==> src/cdr_pkg.sv <==
// types and constants of the chunked download receiver
package cdr_pkg;

  localparam int TIMER_W   = 25;
  localparam int TIMEOUT_W = 24;
  localparam int PLEN_W    = 12;
  localparam int TICK_W    = 20;

  localparam logic [TIMEOUT_W-1:0] TIMEOUT_RESET = 24'd2000000;
  localparam logic [PLEN_W-1:0]    MAX_PAYLOAD   = 12'd2048;

  localparam logic       MODE_PACKET = 1'b0;
  localparam logic       MODE_TICK   = 1'b1;

  localparam logic [1:0] KIND_SET_COUNT   = 2'd0;
  localparam logic [1:0] KIND_FILE_HEADER = 2'd1;
  localparam logic [1:0] KIND_CHUNK       = 2'd2;

  localparam logic [1:0] REPLY_COUNT_ACK  = 2'd0;
  localparam logic [1:0] REPLY_HEADER_ACK = 2'd1;
  localparam logic [1:0] REPLY_CHUNK_ACK  = 2'd2;

  typedef struct packed {
    logic              mode;
    logic [1:0]        packet_kind;
    logic [31:0]       header_value;
    logic [PLEN_W-1:0] payload_length;
    logic              store_ok;
    logic              from_serial;
    logic [TICK_W-1:0] tick_us;
  } item_t;

  typedef struct packed {
    logic        send_reply;
    logic [1:0]  reply_code;
    logic [15:0] reply_chunk;
    logic        session_active;
    logic        file_complete;
    logic [15:0] files_done;
    logic [15:0] files_total;
    logic [31:0] bytes_done;
    logic [31:0] bytes_total;
  } result_t;

  typedef struct packed {
    logic               active;
    logic [TIMER_W-1:0] idle_timer;
    logic [15:0]        expected_chunk;
    logic [31:0]        bytes_total;
    logic [31:0]        bytes_done;
    logic [15:0]        count_total;
    logic [15:0]        count_done;
  } state_t;

endpackage

==> src/cdr_in_if.sv <==
// input channel: decoded packet header or time tick
interface cdr_in_if;
  logic        valid;
  logic        ready;
  logic        mode;
  logic [1:0]  packet_kind;
  logic [31:0] header_value;
  logic [11:0] payload_length;
  logic        store_ok;
  logic        from_serial;
  logic [19:0] tick_us;

  modport source (
    output valid, mode, packet_kind, header_value, payload_length, store_ok,
    from_serial, tick_us,
    input  ready
  );
  modport sink (
    input  valid, mode, packet_kind, header_value, payload_length, store_ok,
    from_serial, tick_us,
    output ready
  );
endinterface

==> src/cdr_out_if.sv <==
// result channel: reply request and progress snapshot
interface cdr_out_if;
  logic        valid;
  logic        ready;
  logic        send_reply;
  logic [1:0]  reply_code;
  logic [15:0] reply_chunk;
  logic        session_active;
  logic        file_complete;
  logic [15:0] files_done;
  logic [15:0] files_total;
  logic [31:0] bytes_done;
  logic [31:0] bytes_total;

  modport source (
    output valid, send_reply, reply_code, reply_chunk, session_active,
    file_complete, files_done, files_total, bytes_done, bytes_total,
    input  ready
  );
  modport sink (
    input  valid, send_reply, reply_code, reply_chunk, session_active,
    file_complete, files_done, files_total, bytes_done, bytes_total,
    output ready
  );
endinterface

==> src/cdr_update.sv <==
// next-state and result logic for one item
module cdr_update (
  input  cdr_pkg::item_t                       item,
  input  cdr_pkg::state_t                      state,
  input  logic [cdr_pkg::TIMEOUT_W-1:0]        timeout_us,
  output cdr_pkg::state_t                      state_next,
  output cdr_pkg::result_t                     result
);
  import cdr_pkg::*;

  logic [TIMER_W-1:0] tick_sum;
  logic [15:0]        chunk_num;
  logic [PLEN_W-1:0]  add_len;
  logic [32:0]        byte_sum;
  logic [31:0]        bytes_new;
  logic               send;
  logic [1:0]         code;
  logic [15:0]        echo;
  logic               complete;

  // timer wraps at its own width
  assign tick_sum  = state.idle_timer + TIMER_W'(item.tick_us);
  assign chunk_num = item.header_value[15:0];
  assign add_len   = (item.payload_length > MAX_PAYLOAD) ? MAX_PAYLOAD : item.payload_length;
  assign byte_sum  = {1'b0, state.bytes_done} + 33'(add_len);
  assign bytes_new = byte_sum[32] ? 32'hFFFF_FFFF : byte_sum[31:0];

  always_comb begin
    state_next = state;
    send       = 1'b0;
    code       = REPLY_COUNT_ACK;
    echo       = 16'd0;
    complete   = 1'b0;

    if (item.mode == MODE_TICK) begin
      if (state.active) begin
        if (tick_sum >= TIMER_W'(timeout_us)) begin
          state_next.idle_timer = '0;
          state_next.active     = 1'b0;
        end else begin
          state_next.idle_timer = tick_sum;
        end
      end
    end else begin
      case (item.packet_kind)
        KIND_SET_COUNT: begin
          state_next.count_total = item.header_value[15:0];
          state_next.count_done  = 16'd0;
          send                   = !item.from_serial;
          code                   = REPLY_COUNT_ACK;
        end
        KIND_FILE_HEADER: begin
          state_next.bytes_total    = item.header_value;
          state_next.bytes_done     = 32'd0;
          state_next.idle_timer     = '0;
          state_next.expected_chunk = 16'd0;
          state_next.active         = 1'b1;
          send                      = !item.from_serial;
          code                      = REPLY_HEADER_ACK;
        end
        KIND_CHUNK: begin
          if (state.active) begin
            state_next.idle_timer = '0;
            if (chunk_num < state.expected_chunk) begin
              // repeated chunk, acknowledge again
              send = !item.from_serial;
              code = REPLY_CHUNK_ACK;
              echo = chunk_num;
            end else if (chunk_num == state.expected_chunk) begin
              state_next.expected_chunk = state.expected_chunk + 16'd1;
              state_next.bytes_done     = bytes_new;
              if (bytes_new >= state.bytes_total) begin
                state_next.count_done = state.count_done + 16'd1;
                complete              = 1'b1;
              end
              if (item.store_ok && !item.from_serial) begin
                send = 1'b1;
                code = REPLY_CHUNK_ACK;
                echo = chunk_num;
              end
            end
          end
        end
        default: begin
        end
      endcase
    end

    result.send_reply     = send;
    result.reply_code     = send ? code : REPLY_COUNT_ACK;
    result.reply_chunk    = send ? echo : 16'd0;
    result.session_active = state_next.active;
    result.file_complete  = complete;
    result.files_done     = state_next.count_done;
    result.files_total    = state_next.count_total;
    result.bytes_done     = state_next.bytes_done;
    result.bytes_total    = state_next.bytes_total;
  end
endmodule

==> src/chunked_download_receiver.sv <==
// an accepted item passes through the input register, then the output register, to the outputs
// throughput: one item per cycle while the result side keeps taking transfers
// the session state updates as an item leaves the input register, so the next item sees it
// a stalled result holds in the output register; the input register takes one more transfer
// rst (synchronous, active high) empties both registers, clears all counters, timeout to 2000000
module chunked_download_receiver (
  input  logic                          clk,
  input  logic                          rst,
  cdr_in_if.sink                        in_ch,
  cdr_out_if.source                     out_ch,
  input  logic                          cfg_we,
  input  logic [cdr_pkg::TIMEOUT_W-1:0] cfg_wdata
);
  import cdr_pkg::*;

  // input register
  logic    s1_valid;
  item_t   s1_item;
  item_t   in_item;

  // session state and its update
  state_t  state;
  state_t  state_next;
  result_t result;

  // output register
  logic    out_valid;
  result_t out_data;

  // timeout register
  logic [TIMEOUT_W-1:0] timeout_us;

  logic out_free;
  logic s1_advance;

  // result register can take a new transfer when empty or being drained
  assign out_free   = !out_valid || out_ch.ready;
  assign s1_advance = s1_valid && out_free;
  assign in_ch.ready = !s1_valid || out_free;

  assign in_item.mode           = in_ch.mode;
  assign in_item.packet_kind    = in_ch.packet_kind;
  assign in_item.header_value   = in_ch.header_value;
  assign in_item.payload_length = in_ch.payload_length;
  assign in_item.store_ok       = in_ch.store_ok;
  assign in_item.from_serial    = in_ch.from_serial;
  assign in_item.tick_us        = in_ch.tick_us;

  always_ff @(posedge clk) begin
    if (rst) begin
      s1_valid <= 1'b0;
    end else if (in_ch.ready) begin
      s1_valid <= in_ch.valid;
    end
  end

  // payload, no reset needed
  always_ff @(posedge clk) begin
    if (in_ch.valid && in_ch.ready) begin
      s1_item <= in_item;
    end
  end

  cdr_update u_update (
    .item       (s1_item),
    .state      (state),
    .timeout_us (timeout_us),
    .state_next (state_next),
    .result     (result)
  );

  // state commits only when the item moves into the result register
  always_ff @(posedge clk) begin
    if (rst) begin
      state <= '0;
    end else if (s1_advance) begin
      state <= state_next;
    end
  end

  always_ff @(posedge clk) begin
    if (rst) begin
      timeout_us <= TIMEOUT_RESET;
    end else if (cfg_we) begin
      timeout_us <= cfg_wdata;
    end
  end

  always_ff @(posedge clk) begin
    if (rst) begin
      out_valid <= 1'b0;
    end else if (out_free) begin
      out_valid <= s1_valid;
    end
  end

  always_ff @(posedge clk) begin
    if (s1_advance) begin
      out_data <= result;
    end
  end

  assign out_ch.valid          = out_valid;
  assign out_ch.send_reply     = out_data.send_reply;
  assign out_ch.reply_code     = out_data.reply_code;
  assign out_ch.reply_chunk    = out_data.reply_chunk;
  assign out_ch.session_active = out_data.session_active;
  assign out_ch.file_complete  = out_data.file_complete;
  assign out_ch.files_done     = out_data.files_done;
  assign out_ch.files_total    = out_data.files_total;
  assign out_ch.bytes_done     = out_data.bytes_done;
  assign out_ch.bytes_total    = out_data.bytes_total;
endmodule

==> src/flat_wrapper.sv <==
// flat-port wrapper written by rule: the top's interface ports become plain ports
module chunked_download_receiver_flat import cdr_pkg::*;
  (clk, rst, cfg_we, cfg_wdata, in_ch_valid, in_ch_mode, in_ch_packet_kind, in_ch_header_value, in_ch_payload_length, in_ch_store_ok, in_ch_from_serial, in_ch_tick_us, in_ch_ready, out_ch_valid, out_ch_send_reply, out_ch_reply_code, out_ch_reply_chunk, out_ch_session_active, out_ch_file_complete, out_ch_files_done, out_ch_files_total, out_ch_bytes_done, out_ch_bytes_total, out_ch_ready);
  cdr_in_if in_ch_i ();
  cdr_out_if out_ch_i ();
  input  logic clk;
  input  logic rst;
  input  logic cfg_we;
  input  logic [cdr_pkg::TIMEOUT_W-1:0] cfg_wdata;
  input wire logic [$bits(in_ch_i.valid)-1:0] in_ch_valid;
  input wire logic [$bits(in_ch_i.mode)-1:0] in_ch_mode;
  input wire logic [$bits(in_ch_i.packet_kind)-1:0] in_ch_packet_kind;
  input wire logic [$bits(in_ch_i.header_value)-1:0] in_ch_header_value;
  input wire logic [$bits(in_ch_i.payload_length)-1:0] in_ch_payload_length;
  input wire logic [$bits(in_ch_i.store_ok)-1:0] in_ch_store_ok;
  input wire logic [$bits(in_ch_i.from_serial)-1:0] in_ch_from_serial;
  input wire logic [$bits(in_ch_i.tick_us)-1:0] in_ch_tick_us;
  output wire logic [$bits(in_ch_i.ready)-1:0] in_ch_ready;
  output wire logic [$bits(out_ch_i.valid)-1:0] out_ch_valid;
  output wire logic [$bits(out_ch_i.send_reply)-1:0] out_ch_send_reply;
  output wire logic [$bits(out_ch_i.reply_code)-1:0] out_ch_reply_code;
  output wire logic [$bits(out_ch_i.reply_chunk)-1:0] out_ch_reply_chunk;
  output wire logic [$bits(out_ch_i.session_active)-1:0] out_ch_session_active;
  output wire logic [$bits(out_ch_i.file_complete)-1:0] out_ch_file_complete;
  output wire logic [$bits(out_ch_i.files_done)-1:0] out_ch_files_done;
  output wire logic [$bits(out_ch_i.files_total)-1:0] out_ch_files_total;
  output wire logic [$bits(out_ch_i.bytes_done)-1:0] out_ch_bytes_done;
  output wire logic [$bits(out_ch_i.bytes_total)-1:0] out_ch_bytes_total;
  input wire logic [$bits(out_ch_i.ready)-1:0] out_ch_ready;
  assign in_ch_i.valid = in_ch_valid;
  assign in_ch_i.mode = in_ch_mode;
  assign in_ch_i.packet_kind = in_ch_packet_kind;
  assign in_ch_i.header_value = in_ch_header_value;
  assign in_ch_i.payload_length = in_ch_payload_length;
  assign in_ch_i.store_ok = in_ch_store_ok;
  assign in_ch_i.from_serial = in_ch_from_serial;
  assign in_ch_i.tick_us = in_ch_tick_us;
  assign in_ch_ready = in_ch_i.ready;
  assign out_ch_valid = out_ch_i.valid;
  assign out_ch_send_reply = out_ch_i.send_reply;
  assign out_ch_reply_code = out_ch_i.reply_code;
  assign out_ch_reply_chunk = out_ch_i.reply_chunk;
  assign out_ch_session_active = out_ch_i.session_active;
  assign out_ch_file_complete = out_ch_i.file_complete;
  assign out_ch_files_done = out_ch_i.files_done;
  assign out_ch_files_total = out_ch_i.files_total;
  assign out_ch_bytes_done = out_ch_i.bytes_done;
  assign out_ch_bytes_total = out_ch_i.bytes_total;
  assign out_ch_i.ready = out_ch_ready;
  chunked_download_receiver u_core (.clk(clk), .rst(rst), .in_ch(in_ch_i), .out_ch(out_ch_i), .cfg_we(cfg_we), .cfg_wdata(cfg_wdata));
endmodule
==> config.mk <==
export PLATFORM = sky130hd
export DESIGN_NAME = chunked_download_receiver_flat
export DESIGN_NICKNAME = d
export VERILOG_FILES = /design/src/cdr_pkg.sv /design/src/cdr_in_if.sv /design/src/cdr_out_if.sv /design/src/cdr_update.sv /design/src/chunked_download_receiver.sv /design/src/flat_wrapper.sv
export SDC_FILE = /design/constraint.sdc
export NUM_CORES = 1
export LEC_CHECK = 0
export ABC_AREA = 1
export ABC_CLOCK_PERIOD_IN_PS = 6940
export BUFFER_PORTS_ARGS = -buffer_cell sky130_fd_sc_hd__buf_2
export CAP_MARGIN = 20
export CORE_UTILIZATION = 38
export DETAILED_ROUTE_END_ITERATION = 12
export MAX_ROUTING_LAYER = met4
export PLACE_DENSITY_LB_ADDON = 0.3
export SETUP_SLACK_MARGIN = 0.4
export SLEW_MARGIN = 0
export SYNTH_ARGS = -nofsm -noshare
export SYNTH_HDL_FRONTEND = slang
export SYNTH_SLANG_ARGS = --single-unit
==> constraint.sdc <==
create_clock -name clk -period 6.94 [get_ports clk]
set_clock_uncertainty 0.2 [all_clocks]
set_input_delay 1.388 -clock clk [delete_from_list [all_inputs] [get_ports clk]]
set_output_delay 1.388 -clock clk [all_outputs]
set_load 0.01 [all_outputs]
# Word level (Yosys, flattened, before mapping)
# Index checks and enable logic that the tools add are counted.
# totals
elab_cells,101
mem_bits_ro,0
input_bits,98
latch_bits,0
regBits,350
mem_bits_rw,0
mem_count,0
out_inout_bits,119
# op_classes
reduce_logical,17
addsub,4
order_cmp,4
n_eq_ne,7
n_div,0
n_bitwise,5
multipliers,0
n_shift,0
n_mux,38
# ops
op,n
16-bit two-way mux,10
32-bit two-way mux,5
96-bit two-way mux,1
41-bit one-hot mux with 2 select lines,1
32-bit one-hot mux with 2 select lines,1
26-bit two-way mux,2
41-bit two-way mux,1
32-bit by 12-bit adder with 33-bit output,1
"16-bit by 1-bit adder with 16-bit output, second input constant",2
32-bit greater-or-equal comparator,1
16-bit one-hot mux with 2 select lines,1
25-bit by 20-bit adder with 25-bit output,1
25-bit by 24-bit greater-or-equal comparator with 1-bit output,1
25-bit two-way mux,1
16-bit == test,1
16-bit < comparator,1
"12-bit greater-than comparator, second input constant",1
12-bit two-way mux,1
1-bit two-way mux,8
2-bit two-way mux,4
"2-bit inequality test, second input constant",3
6-bit AND reduction,1
1-bit inverter,5
5-bit OR reduction,1
other kinds (14),20

# Longest topological paths before layout
# Gate-level depths: netlist (run 1).
# logic_depth
depth_word,11
ltp_mapped,33
depth_no_buf,31

# Cells and area by module
# A second synthesis (run 1) with hierarchy kept.
# hier_totals
hier_cells,2872
area_unflattened_um2,21665.8
# modules_own_cells
module,n_inst,area_each_um2,cells_per_inst
chunked_download_receiver,1,12628.4,1206
cdr_update,1,9037.4,1666

# Worst setup path after synthesis (run 1)
# No wires, ideal clock.
# synth_timing
path_kind,input to register
from,input out_ch_ready
to,"register u_core.out_data, in the netlist u_core.out_ch.bytes_done[0] (enable)"
setup_ns,0.527
arrival_ns,5.087
setup_slack_ns,1.126
cell_stages,5
path_cell_list,inv_1 nand2_1 nand2_2 inv_2 clkbuf_1
# synth_via
elab_chain_len,2
# synth_lines
item,line_no,source
from (decl),flat_wrapper.sv:29,input wire logic [$bits(out_ch_i.ready)-1:0] out_ch_ready;
1-bit logical OR,chunked_download_receiver.sv:37,assign out_free = !out_valid || out_ch.ready;
1-bit logical AND,chunked_download_receiver.sv:38,assign s1_advance = s1_valid && out_free;
net u_core.s1_advance,chunked_download_receiver.sv:34,logic s1_advance;
to (signal assigned),chunked_download_receiver.sv:99,out_data <= result;
to (decl),chunked_download_receiver.sv:28,result_t out_data;
# The timed path passes the listed nets, and every way through them passes these cells.
# A chain may end at the register's enable or synchronous reset.

# Worst setup path in the final report (run 1)
# layout_timing
from,register u_core.s1_item[31] (netlist bit)
to,"register, netlist name u_core.state[13]"
# layout_via
elab_chain_len,11
# layout_lines
item,line_no,source
from (decl),chunked_download_receiver.sv:18,item_t s1_item;
from (signal assigned),chunked_download_receiver.sv:60,s1_item <= in_item;
12-bit greater-than comparator,cdr_update.sv:24,assign add_len = (item.payload_length > MAX_PAYLOAD) ? MAX_PAYLOAD : item.payload_length;
12-bit two-way mux *,cdr_update.sv:24,
32-bit by 12-bit adder with 33-bit output *,cdr_update.sv:25,"assign byte_sum = {1'b0, state.bytes_done} + 33'(add_len);"
32-bit two-way mux *,cdr_update.sv:26,assign bytes_new = byte_sum[32] ? 32'hFFFF_FFFF : byte_sum[31:0];
32-bit greater-or-equal comparator *,cdr_update.sv:72,if (bytes_new >= state.bytes_total) begin
16-bit two-way mux *,cdr_update.sv:72,
16-bit two-way mux *,cdr_update.sv:69,end else if (chunk_num == state.expected_chunk) begin
16-bit two-way mux *,cdr_update.sv:64,if (chunk_num < state.expected_chunk) begin
16-bit two-way mux *,cdr_update.sv:62,if (state.active) begin
16-bit one-hot mux with 2 select lines *,cdr_update.sv:45,case (item.packet_kind)
96-bit two-way mux *,cdr_update.sv:35,if (item.mode == MODE_TICK) begin
# Every way passes the cells marked *; elsewhere a longest branch is shown, timed or not.

==> flow_summary_export.csv, run 1 <==
group,metric,value,unit
run_status,status,"finished clean",
synthesis,synth_area_leaders,"edfxtp_1 30%, dfxtp_1 18%, nand2_1 9.4%, ha_1 7.4%, a21oi_1 6.5%",
die,core_area,48000,um2
placed_design,dp.final_hpwl,40.1,mm
synthesis,synth_edf_count,186,
synthesis,syn_area_per_cell,8.30,um2
synthesis,synth_cell_types,52,
global_routing,gr-usage-all-layers,22.4,%
die,fp.dieW,223,um
die,initial_core_util,38.7,%
clocking,cts_buffer_depth,3,
critical_path,end_kind,"register",
clocking,ctsHtreeMaxLevel,2,
critical_path,path_max_fanout,22,
global_routing,grt_pass1_wl,84.0,mm
clocking,post_cts_resized,0,
die,dieArea,49900,um2
die,dieHeight,223,um
hold_path,hp-class,"reg -> reg",
critical_path,ff2ff_setup_slack,1590,ps
finish,fin_area,21600,um2
sta,worst_pin_slew,1020,ps
power_and_ir_drop,p_per_area,244,nW/um2
synthesis,ys_seq_area_share,47.7,%
finish,mostFrequentLayoutCell,"nand2_1",
placed_design,placed_cell_area,20100,um2
clocking,tritoncts,"done",
drt,wl_per_cell,17.9,um
synthesis,synth_top_area_share,30.0,%
placed_design,pre_cts_ws,1590,ps
sta,final-setup-viol-count,0,
sta,hold_violations,0,
finish,drive_gt1_share,13.8,%
clocking,root_buffer,"clkbuf_16",
drt,drtAntennaViolNets,0,
die,rows,80,
clocking,cts_buffers,40,
drt,drt_wl_total,55.1,mm
power_and_ir_drop,peakVddDrop,0.165,mV
drt,firstDrtPassIters,5,
drt,vias_per_cell,5.19,
sta,max_freq,187,MHz
placed_design,place.port_buffers,216,
clocking,path_clk_slew,70,ps
critical_path,required,7240,ps
synthesis,ys_seq_elements,350,
sta,timing.final.ws_setup,1590,ps
drt,vias,15900,
critical_path,worst_ep_arrival_time,5650,ps
clocking,cts_sinks,350,
critical_path,cp-start-kind,"register",
die,io_pins,217,
power_and_ir_drop,power_leakage,9.53,nW
synthesis,synth_async_sr_flop_share,0,%
global_routing,grt_max_degree,97,
finish,nets,2634,
global_routing,grt_pass1_vias,15100,
sta,tns,0,ps
drt,first_iter_violations,1254,
drt,drc,0,
clocking,postCtsSetupBuffers,0,
sta,slew_violations,0,
synthesis,postSynthNetCount,2453,
job,cap_viol_max_count,0,
finish,area_growth,15.8,%
synthesis,yosysTopAreaCell,"edfxtp_1",
global_routing,grt_antenna_before_repair,2,
global_routing,grt_overflow,0,
sta,finalCritPeriodShare,77.1,%
synthesis,synth_ff_type,"edfxtp_1",
sta,rsz0062_at_grt,"no",
clocking,hold_buffers,0,
sta,slew_headroom,32.0,%
finish,diodes,0,
synthesis,syn_inst,2243,
critical_path,critPathKind,"reg -> reg",
power_and_ir_drop,total_power,5.26,mW
synthesis,ys_warn_count,0,
clocking,insertion_delay,570,ps
synthesis,syn_area,18600,um2
finish,num-fill-cells,4723,
placed_design,gp_congestion,0.954,
finish,final_cell_mix,"467 x nand2_1, 278 x inv_1, 240 x a21oi_1, 215 x buf_2, 194 x nor2_1",
sta,period_needed,5350,ps
## cells in the mapped netlist (3+ instances only)
cell type / number
o21bai_1: 19
dfxtp_1: 164
a21oi_1: 240
nand2_1: 468
buf_1: 11
inv_1: 279
nand2_4: 3
nor2_4: 6
a211oi_1: 34
nor4_1: 9
inv_2: 7
nand4_1: 59
o21ai_1: 38
buf_4: 3
o21ai_0: 128
nand3_1: 86
edfxtp_1: 186
nand2_2: 8
nand3_2: 6
a21o_1: 4
nor3_1: 33
xnor2_1: 7
ha_1: 110
o21a_1: 3
xor2_1: 26
clkbuf_1: 56
buf_6: 6
nand3_4: 3
buf_2: 10
nor2_1: 194
a21oi_2: 4
o211ai_1: 4
## sequential cells by signal (all words and copies together), names as in the netlist
register                      count
u_core.out_ch.file_complete       1
u_core.s1_valid                   1
u_core.state                    138
u_core.out_ch.bytes_total        32
u_core.out_ch.send_reply          1
u_core.out_ch.reply_code          2
u_core.out_ch.reply_chunk        16
u_core.timeout_us                24
u_core.out_ch.files_done         16
u_core.out_ch.session_active      1
u_core.s1_item                   69
u_core.out_ch.bytes_done         32
u_core.out_ch.valid               1
u_core.out_ch.files_total        16
## path summary, 6_finish.rpt
| check | from | end | depth (start not counted) |
|---|---|---|---|
| setup reg to reg | u_core.s1_item[31] | u_core.state[13] | 24 |
| hold reg to reg | u_core.timeout_us[13] | u_core.timeout_us[13] | 2 |
| hold / removal | u_core.timeout_us[13] | u_core.timeout_us[13] | 2 |
| setup / recovery | u_core.s1_item[31] | u_core.state[13] | 24 |
## routing by layer
metal	track usage (%)	vias to the layer above	share of wire [%]
met5	-	-	0
met4	7.93	0	3.1
met3	2.88	93	4.8
met2	37.4	457	48
met1	27.8	7452	44
li1	-	7924	-
## final cells by class
cell class	count	area (um2)	area share [%]
multi-input combinational	1519	8270	38.4
inverter	288	1090	5.05
sequential	350	8870	41.2
tap	615	769	3.57
clock inverter	17	235	1.09
timing repair buffer	225	1170	5.43
clock buffer	57	1150	5.32
## cells by family after synthesis
| group | Yosys count | synth area share [%] |
|---|---|---|
| AO/OA/AOI/OAI | 482 | 14.1 |
| adder cells (fa/ha/maj) | 112 | 7.61 |
| AND/OR/NAND/NOR | 892 | 21.1 |
| flip-flops | 350 | 47.7 |
| XOR/XNOR | 33 | 1.55 |
| buffers and inverters | 374 | 7.92 |
## where the power goes
| group | internal [mW] | total [mW] | switching, mW | leakage (nW) |
|---|---|---|---|---|
| registers | 2.31 | 2.38 | 0.0710 | 3.15 |
| logic | 0.211 | 0.647 | 0.436 | 5.71 |
| clock network | 1.35 | 2.24 | 0.891 | 0.669 |
## stage by stage
stage	hold WS, ps	instances	utilization, %
2_1_floorplan	236	2243	-
3_3_place_gp	252	2996	41.9
3_5_place_dp	260	2996	41.9
4_1_cts	268	3070	44.8
5_1_grt	291	3071	44.9
6_report	266	3071	44.9
## worst max-delay path, cell delays in order, from the launching register on
cell and delay [ps]:
edfxtp_1 340, inv_1 50, nand3_1 80, o31a_1 310, nor2_1 90, ha_1 210, fa_1 410, nand3_1 110
nand3_1 170, nand3_1 160, nand2_2 250, nand3_4 360, inv_1 180, or2_2 330, ha_1 280, nand2_1 60
nor4_1 240, nand2_1 90, nand2_1 70, nand2_1 40, nand2_1 420, nand4_2 340, o21bai_1 220, nand2_1 90
a21oi_1 130
Note: power is estimated with default switching activity, not from simulation.
==> inputs of run 2 (changes only) <==
- ABC_CLOCK_PERIOD_IN_PS: 6940 -> 4300
- clock period: 6.94 -> 4.3 ns (I/O delays scaled with it)
==> run 2 against run 1 <==
The run now ends with negative setup slack left; setup slack got worse by 1800 ps; first-iteration DRC count decreased by 8.9%; flip-flop and latch count unchanged; critical path depth increased by 3; hold slack got worse by 10 ps; utilization increased by 4.6 points; largest cell class is now multi-input combinational cells.
==> flow_summary_export.csv, run 2 (synthesis gave the netlist of run 1 again) <==
group,metric,value,unit
sta,final-setup-viol-count,30,
hold_path,hp-class,"in -> reg",
critical_path,path_max_fanout,7,
sta,max_freq,223,MHz
clocking,cts_buffer_depth,3,
die,io_pins,217,
drt,drc,0,
placed_design,place.port_buffers,216,
sta,slew_violations,0,
power_and_ir_drop,p_seq_share,43.4,%
clocking,insertion_delay,580,ps
drt,vias_per_cell,5.19,
power_and_ir_drop,clock_power_share,41.5,%
power_and_ir_drop,power_leakage,10.5,nW
finish,num-fill-cells,4610,
critical_path,worst_ep_arrival_time,4750,ps
finish,largest_register,"u_core.state",
clocking,cts_buffers,40,
finish,register_area,8870,um2
drt,drtAntennaViolNets,0,
global_routing,gr-usage-all-layers,23.1,%
power_and_ir_drop,netSwitchingFraction,27.0,%
drt,wl_per_cell,17.9,um
critical_path,reg2reg_from,"u_core.s1_item[29]",
sta,hold_ws,256,ps
global_routing,grt_max_degree,189,
placed_design,pre_cts_ws,-674,ps
finish,final_cell_mix,"415 x nand2_1, 261 x inv_1, 220 x a21oi_1, 215 x buf_2, 186 x edfxtp_1",
critical_path,crit_start,"u_core.s1_item[29]",
drt,first_iter_violations,1142,
run_status,status,"complete, but fails checks",
power_and_ir_drop,p_sw,2.39,mW
global_routing,grt_pass1_vias,15900,
power_and_ir_drop,p_int,6.46,mW
finish,largest_reg_flops,138,
finish,area_growth,27.8,%
finish,drive_gt1_share,25.3,%
sta,hold_violations,0,
clocking,ctsHtreeMaxLevel,2,
finish,fin_area,23800,um2
drt,drt_wl_total,57.5,mm
die,initial_core_util,38.7,%
finish,mostFrequentLayoutCell,"nand2_1",
placed_design,placed_cell_area,20900,um2
finish,multi_input_area,9280,um2
power_and_ir_drop,peakVddDrop,0.318,mV
power_and_ir_drop,p_per_area,372,nW/um2
die,dieArea,49900,um2
placed_design,dp.final_hpwl,41.1,mm
job,cap_viol_max_count,0,
clocking,root_buffer,"clkbuf_16",
sta,timing.final.ws_setup,-183,ps
die,core_area,48000,um2
global_routing,grt_overflow,0,
die,rows,80,
sta,rsz0062_at_grt,"yes",
clocking,cts_sinks,350,
critical_path,critPathKind,"reg -> reg",
clocking,path_clk_slew,60,ps
clocking,hold_buffers,0,
run_status,violations,"negative setup slack",
power_and_ir_drop,total_power,8.85,mW
die,dieHeight,223,um
placed_design,gp_congestion,0.952,
placed_design,post-place-cells,3086,
power_and_ir_drop,comb_power_share,15.1,%
sta,worst_pin_slew,951,ps
finish,finish.utilization,49.5,%
finish,stdcell_count,3211,
global_routing,grt_pass1_wl,87.4,mm
die,fp.dieW,223,um
sta,period_needed,4480,ps
critical_path,required,4570,ps
drt,firstDrtPassIters,5,
critical_path,cp-start-kind,"register",
sta,slew_headroom,36.6,%
finish,diodes,0,
finish,nets,2774,
drt,vias,16700,
critical_path,end_kind,"register",
sta,finalCritPeriodShare,104,%
finish,reg_top3,"u_core.state (138), u_core.s1_item (69)",
global_routing,grt_antenna_before_repair,0,
hold_path,min_from,"in_ch_tick_us[12]",
sta,tns,-2560,ps
clocking,tritoncts,"done",
run 2: critical path: stages, from the launching register on:
cell and delay (ps):
edfxtp_1 390, inv_2 70, nand4_1 100, o31a_1 360, buf_6 170, nor2_4 110, ha_4 210, nand2_2 70
nand2_2 50, o21bai_4 180, a21oi_4 200, nand2_4 90, buf_6 140, nand4_1 80, nand3_2 120, ha_4 290
nand2_4 60, nor2_4 110, nand4_1 180, nor4_4 270, nand2_2 160, buf_6 170, nand2_8 90, nand2_4 50
o211ai_1 240, nand3_1 100, nand2_1 110, inv_1 40
run 2: worst paths after layout:
path / to / slack (ps) / cells after the start
min reg2reg: u_core.timeout_us[6] / 270 / 2
min: u_core.s1_item[12] / 260 / 1
max reg2reg: u_core.state[1] / -180 / 27
max: u_core.state[1] / -180 / 27
run 2: final cells by class:
cell class | count | share of cell area, %
clock buffer | 58 | 5.09
clock inverter | 16 | 0.947
inverter | 288 | 4.58
multi-input combinational | 1520 | 39.0
sequential | 350 | 37.3
tap | 615 | 3.24
timing repair buffer | 364 | 9.84
run 2: power by group through the flow:
stage,Clock [mW],Combinational [mW],Sequential [mW]
after global placement,0,1.10,3.90
after floorplan,0,0.673,3.89
after global routing,3.88,1.48,3.86
after detailed placement,0,1.12,3.91
after CTS,3.75,1.22,3.84
final,3.67,1.34,3.84
run 2: repair_timing:
action / in CTS / in global routing
resized for setup: 86 / 151
setup buffers: 30 / 18
gates cloned: 1 / 1
pin swaps: 47 / 73
setup endpoints to repair: 59 / 59
run 2: layer usage:
metal  vias up  part of all wire (%)  track usage [%]
met5         -                     0                -
met4         0                   3.1             8.15
met3       110                   5.6             4.06
met2       461                    49             38.6
met1      7861                    43             28.0
li1       8226                     -                -
